===== src/hw/rtl/iou_track_capture_gate_assert.svh =====
// Assertion macros used by the tracker RTL
`ifndef IOU_TRACK_CAPTURE_GATE_ASSERT_SVH
`define IOU_TRACK_CAPTURE_GATE_ASSERT_SVH
// Check that a condition implies a consequence in the same cycle
`define ITCG_ASSERT_IMPLY(label, clk, rst, cond, cons) \
   label: assert property (@(posedge clk) disable iff (rst) (cond) |-> (cons)) \
      else $error("assertion failed");
// Check that a condition implies a consequence in the next cycle
`define ITCG_ASSERT_NEXT(label, clk, rst, cond, cons) \
   label: assert property (@(posedge clk) disable iff (rst) (cond) |=> (cons)) \
      else $error("assertion failed");
`endif


===== src/hw/rtl/itcg_pkg.sv =====
`default_nettype none
package itcg_pkg;
   localparam int NUM_CLASSES_DEF = 4;
   localparam int SLOTS_PER_CLASS_DEF = 4;
   localparam int COORD_BITS_DEF = 16;

   localparam logic [2:0] ST_IGNORED = 3'd0;
   localparam logic [2:0] ST_NO_SLOT = 3'd1;
   localparam logic [2:0] ST_LIMIT = 3'd2;
   localparam logic [2:0] ST_COOLDOWN = 3'd3;
   localparam logic [2:0] ST_SAVE = 3'd4;
   localparam logic [2:0] ST_TICK_KEPT = 3'd5;
   localparam logic [2:0] ST_TICK_RESET = 3'd6;

   localparam logic [1:0] REG_IOU = 2'd0;
   localparam logic [1:0] REG_QUIET = 2'd1;
   localparam logic [1:0] REG_COOL = 2'd2;
   localparam logic [1:0] REG_MAXIMG = 2'd3;

   localparam logic [16:0] IOU_RESET = 17'd19661;
   localparam logic [31:0] QUIET_RESET = 32'd5000;
   localparam logic [31:0] COOL_RESET = 32'd15000;
   localparam logic [7:0] MAXIMG_RESET = 8'd3;

   // Shared multiplier operation for one step
   typedef struct packed {
      logic [33:0] a;
      logic [33:0] b;
   } mul_req_type;
endpackage
`default_nettype wire


===== src/hw/rtl/itcg_mul.sv =====
`default_nettype none
// Registered 34x34 multiplier shared by every IoU product
module itcg_mul (
   input  wire logic clock,
   input  wire itcg_pkg::mul_req_type mul_req,
   output logic [67:0] mul_prod
);
   logic [67:0] prod_ff;
   logic [67:0] prod_in;

   assign prod_in = mul_req.a * mul_req.b;

   always_ff @(posedge clock) begin
      prod_ff <= prod_in;
   end

   assign mul_prod = prod_ff;
endmodule
`default_nettype wire


===== config.mk =====
export PLATFORM = sky130hd
export DESIGN_NAME = itcg_mul
export DESIGN_NICKNAME = d
export VERILOG_FILES = /design/src/hw/rtl/iou_track_capture_gate_assert.svh /design/src/hw/rtl/itcg_pkg.sv /design/src/hw/rtl/itcg_mul.sv
export SDC_FILE = /design/constraint.sdc
export NUM_CORES = 2
export LEC_CHECK = 0
export ABC_AREA = 1
export BUFFER_PORTS_ARGS = -buffer_cell sky130_fd_sc_hd__clkbuf_2
export CORE_UTILIZATION = 50
export CTS_BUF_LIST = sky130_fd_sc_hd__clkbuf_4 sky130_fd_sc_hd__clkbuf_8 sky130_fd_sc_hd__clkbuf_16
export DETAILED_ROUTE_END_ITERATION = 16
export GPL_ROUTABILITY_DRIVEN = 0
export PLACE_DENSITY = 0.67
export SKIP_LAST_GASP = 1
export SLEW_MARGIN = 20
export SYNTH_ARGS = -nofsm -noshare
export SYNTH_HDL_FRONTEND = slang
export SYNTH_SLANG_ARGS = --single-unit

===== constraint.sdc =====
create_clock -name clock -period 8.99 [get_ports clock]
set_input_delay 2.2475 -clock clock [delete_from_list [all_inputs] [get_ports clock]]
set_output_delay 2.2475 -clock clock [all_outputs]
set_load 0.02 [all_outputs]

### Word level (Yosys, flattened, before mapping)

Cells that the tools add are included.

* multipliers: 1

Operators by type and width (number)
* 34-bit by 34-bit multiplier with 68-bit output: 1

* flip-flop bits (word level): 68
* output and inout bits: 68
* bits of input ports: 69
* word-level logic and storage cells: 2

### Logic depth before layout (Yosys ltp)

* depth after elaboration: 1
* depth in mapped cells: 33
* mapped depth without buffers: 31

### Least setup slack after synthesis

Ideal clock, no wire load.

* path type: input -> register
* start: in mul_req[10] in the netlist's numbering
* end: reg prod_ff[61] (netlist: mul_prod[61])
* data arrival time: 8.158 ns
* data required time: 8.878 ns
* library setup time: 0.112 ns
* buffers on the path: 2
* slack: 0.720 ns
* cell stages on the path: 26
* cell sequence: clkbuf_1 clkbuf_1 nand2_1 fa_1 inv_1 fa_1 fa_1 inv_1 fa_1 inv_1 fa_1 fa_1 fa_1 inv_1 fa_1 inv_1 ha_1 nand2_1 nor2_2 inv_2 nor2_2 nand2_1 nor4_1 nand2_1 nand3_1 nand2_1

* cells in the longest elaborated chain, start to end: 1

RTL lines
* start, declared: RTL line itcg_mul.sv:5 `input wire itcg_pkg::mul_req_type mul_req,`
* 34-bit by 34-bit multiplier with 68-bit output: RTL line itcg_mul.sv:11 `assign prod_in = mul_req.a * mul_req.b;`
* via prod_in[61]: RTL line itcg_mul.sv:9 `logic [67:0] prod_in;`
* end signal, assigned: RTL line itcg_mul.sv:14 `prod_ff <= prod_in;`
* end, declared: RTL line itcg_mul.sv:8 `logic [67:0] prod_ff;`

The timed path passes the listed nets, and every way through them passes these cells.

### Worst setup path after layout

* start: in mul_req[51] in the netlist's numbering
* end: reg prod_ff[48] (netlist: mul_prod[48])

Same word-level chain as after synthesis.

==> results <==
- The flow ran to the end, and the final reports show no timing, DRC or antenna violations.
- The count of final hold-check violations came to 0.
- Sequential cells were found to cover 3.26% of the synthesized design area.
- The slowest cell on the critical path is fa_1.
- The core region area is 0.0824 sq mm.
- The average size of a mapped cell is 7.47 sq um.
- The type of the setup path with the least slack is input port to register.
- The number of nets in the synthesized netlist is 6955.
- The share of final-layout standard cells stronger than drive strength 1 is 7.26%.
- The initial antenna violation count is 9.
- The die is ~290 um wide.
- Entering global routing, the biggest net connects 35 pins.
- The detailed router finished its first iteration with between 2000 and 3000 violations.
- The worst setup path is launched from an input port.
- Broken down by cell family, the worst path's largest delay share belongs to adder cells.
- By area, the combinational part of the netlist is dominated by adder cells.
- The area of the die is 0.0846 sq mm.
- The overflow left after global routing is 0.
- Summing every instance area after synthesis gives 0.0417 sq mm.
- Ranked by instance count, the synthesized netlist is headed by inv_1, nand2_1, fa_1, ha_1, clkbuf_1.
- In this design, the stage delay of the slowest critical-path cell is 0.63 ns.
- The global router's overall resource usage is 28.1%.
- Along the worst path, the maximum fanout reaches 14.
- The async set or reset register ratio after synthesis is 0%.
- The initialized floorplan defines 105 standard-cell rows.
- The final worst hold slack is ~2.7 ns.
- In this run the worst hold path is classified as input port to register.
- The count of different cell masters after synthesis is 26.
- For this run, the leading register cell type out of synthesis is dfxtp_1.
- Summed over all nets, the half-perimeter wirelength after detailed placement is 99300 um.
- The number of flip-flops under the largest register name is 68.
- Summed over its instances, the top area cell type makes up 48.9% of the synthesized netlist area.
- The number of buffer and inverter stages on the critical path is 8.
- Yosys mapped a number of flops with a built-in enable equal to 0.
- The launch instance of the worst min-delay path is mul_req[34].
- At the pin with the least slew margin, the transition time is 0.908 ns.
- For this block, the routed nets add up to 112000 um of wire.
- The synthesized netlist devotes 0.756% of its cell area to XOR and XNOR gates.
- The maximum root-to-sink buffer count is 2.
- The area added between synthesis and finish is 7.28%.
- The worst hold path terminates at mul_prod[0]$_DFF_P_.
- The clock sink count is 68.
- Clock-pin slew was measured on the worst setup and hold paths at roughly 0.06 ns.
- Summed over all instances, the cell type with the most area after synthesis is fa_1.
- The maximum clock frequency is between 100 and 150 MHz.
- At the worst endpoint, the arrival time is 8.88 ns.
- CTS placed an instance of clkbuf_16 at the clock tree root.
- For this design the top-level I/O count stands at between 100 and 150.
- Summing the areas of all and, or, nand and nor instances in the mapped netlist gives about a fifth of the synthesized area.
- The via count of the first global-routing pass is 35100.
- In the final design database the tool counted 7000 nets.
- Summed over all failing endpoints, the final setup total negative slack is 0 ns.
- Of the available clock period, the critical path in the final layout requires 96.5%.
- The total count of max-transition violations in the final report is 0.
- Setup repair after global routing left no endpoint under its margin.
- The compound-gate portion of the synthesized area is 0.552%.
- The Yosys step of the flow raised 0 warnings.
- For this run, the detailed router's first-pass iteration total came to 6.
- The global-route wire length before repair is 187000 um.
- Among the stages of the critical path, the cell type that occurs most often is fa_1.
- The TritonCTS clock tree is built.
- The hold-fix buffer count after cts is 0.
- The total via count after detailed routing is between 30000 and 40000.
- In the routed layout, each cell is associated on average with a via count of 4.97.
- The layout has 7822 filler cells.
- The final count of negative-setup-slack endpoints is 0.
- Counting flops and latches in the post-synthesis netlist gives ~70.
- The number of cells traversed by the worst hold path is 5.
- The height of the die is 291 um.
- The H-tree generated during clock tree synthesis spans 3 levels.
- In this run, CTS created clock tree buffers numbering 9.
- After detailed routing, the number of remaining DRC violations is 0.
- The number of input and output port buffers inserted is ~140.
- The adder-cell area share of the yosys netlist is 57.5%.
- The number of instances in the synthesized netlist is between 5000 and 6000.
- By area the synthesized netlist is led by fa_1, inv_1, nand2_1.
- The data required time of the worst path is 9.20 ns.
- The mux cell area share after synthesis is 0%.
- The worst slew margin relative to its limit is between 30% and 40%.
- The most common cell in the synthesized netlist is inv_1.
- The tool flagged a number of max-cap violations equal to 0.
- The starting utilization of the core area is 50.7%.
- Once detail routing completed, the nets flagged for antenna violations numbered 0.
- The smallest clock period supported by the final layout is computed as slightly below 9 ns.
- The utilization after layout is 54.3%.
- The worst setup path is captured at a register.
- Dividing the detail-routed wire length by the instance count gives ~17 um.
==> per-layer routing <==
metal	up-vias	global-route usage (%)	part of all wire, %
li1	15200	-	-
met1	16600	40.1	43
met2	1346	43.6	45
met3	173	6.51	10
met4	14	6.53	2.2
met5	-	0	0.092
==> final cells by class <==
class | count | area (sq um) | area share (%)
Multi-Input combinational cell | 3387 | 32400 | 72.3
Inverter | 1855 | 6960 | 15.6
Timing Repair Buffer | 306 | 2360 | 5.27
Sequential cell | 68 | 1360 | 3.04
Tap cell | 1070 | 1340 | 2.99
Clock buffer | 10 | 239 | 0.534
Clock inverter | 6 | 111 | 0.249
Antenna cell | 3 | 7.51 | 0.0168
==> what timing repair did <==
action	in CTS	in global routing
resized for setup	0	2
setup buffers	0	0
setup endpoints to repair	0	2
==> cell usage in the layout, fill, tap and decap left out, types with 9 or more instances in the layout <==
master	instances
a21oi_1	43
buf_12	32
buf_4	138
clkbuf_16	9
clkbuf_2	135
dfxtp_1	68
fa_1	1020
ha_1	284
inv_1	1829
inv_2	20
nand2_1	1767
nand2_2	24
nand3_1	53
nand4_1	11
nor2_1	89
nor2_2	26
nor3_1	10
xor2_1	32
==> worst min-delay path, delay by kind of cell <==
| family | cells | cell delay, ns |
|---|---|---|
| buffers and inverters | 4 | 0.62 |
| and+or+nand+nor | 1 | 0.09 |
==> cell families after synthesis <==
logic type      count (synthesis)
compound gates                 46
xor+xnor                       36
fa+ha+maj                    1304
buf+inv                      2127
flops                          68
simple gates                 2001
==> stage by stage <==
step	cells	setup slack [ns]	area, sq um
6_report	6705	0.318	44800
4_1_cts	6702	0.290	44800
3_5_place_dp	6686	-0.0424	44400
2_1_floorplan	5582	0.720	41700
5_1_grt	6703	0.0248	44800
3_3_place_gp	6686	-0.0920	44400
==> worst max-delay path by stage <==
| stage | startpoint | to | slack [ns] | depth (start not counted) |
|---|---|---|---|---|
| after floorplan | mul_req[10] | mul_prod[61]$_DFF_P_ | 0.72 | 26 |
| after global placement | mul_req[51] | mul_prod[61]$_DFF_P_ | -0.09 | 27 |
| after detailed placement | mul_req[51] | mul_prod[61]$_DFF_P_ | -0.04 | 27 |
| after CTS | mul_req[51] | mul_prod[61]$_DFF_P_ | 0.29 | 27 |
| after global routing | mul_req[13] | mul_prod[48]$_DFF_P_ | 0.02 | 28 |
| final | mul_req[51] | mul_prod[48]$_DFF_P_ | 0.32 | 26 |
Power is not shown: default switching activity piles up to over one toggle a cycle in this logic, so the estimate is an artifact.
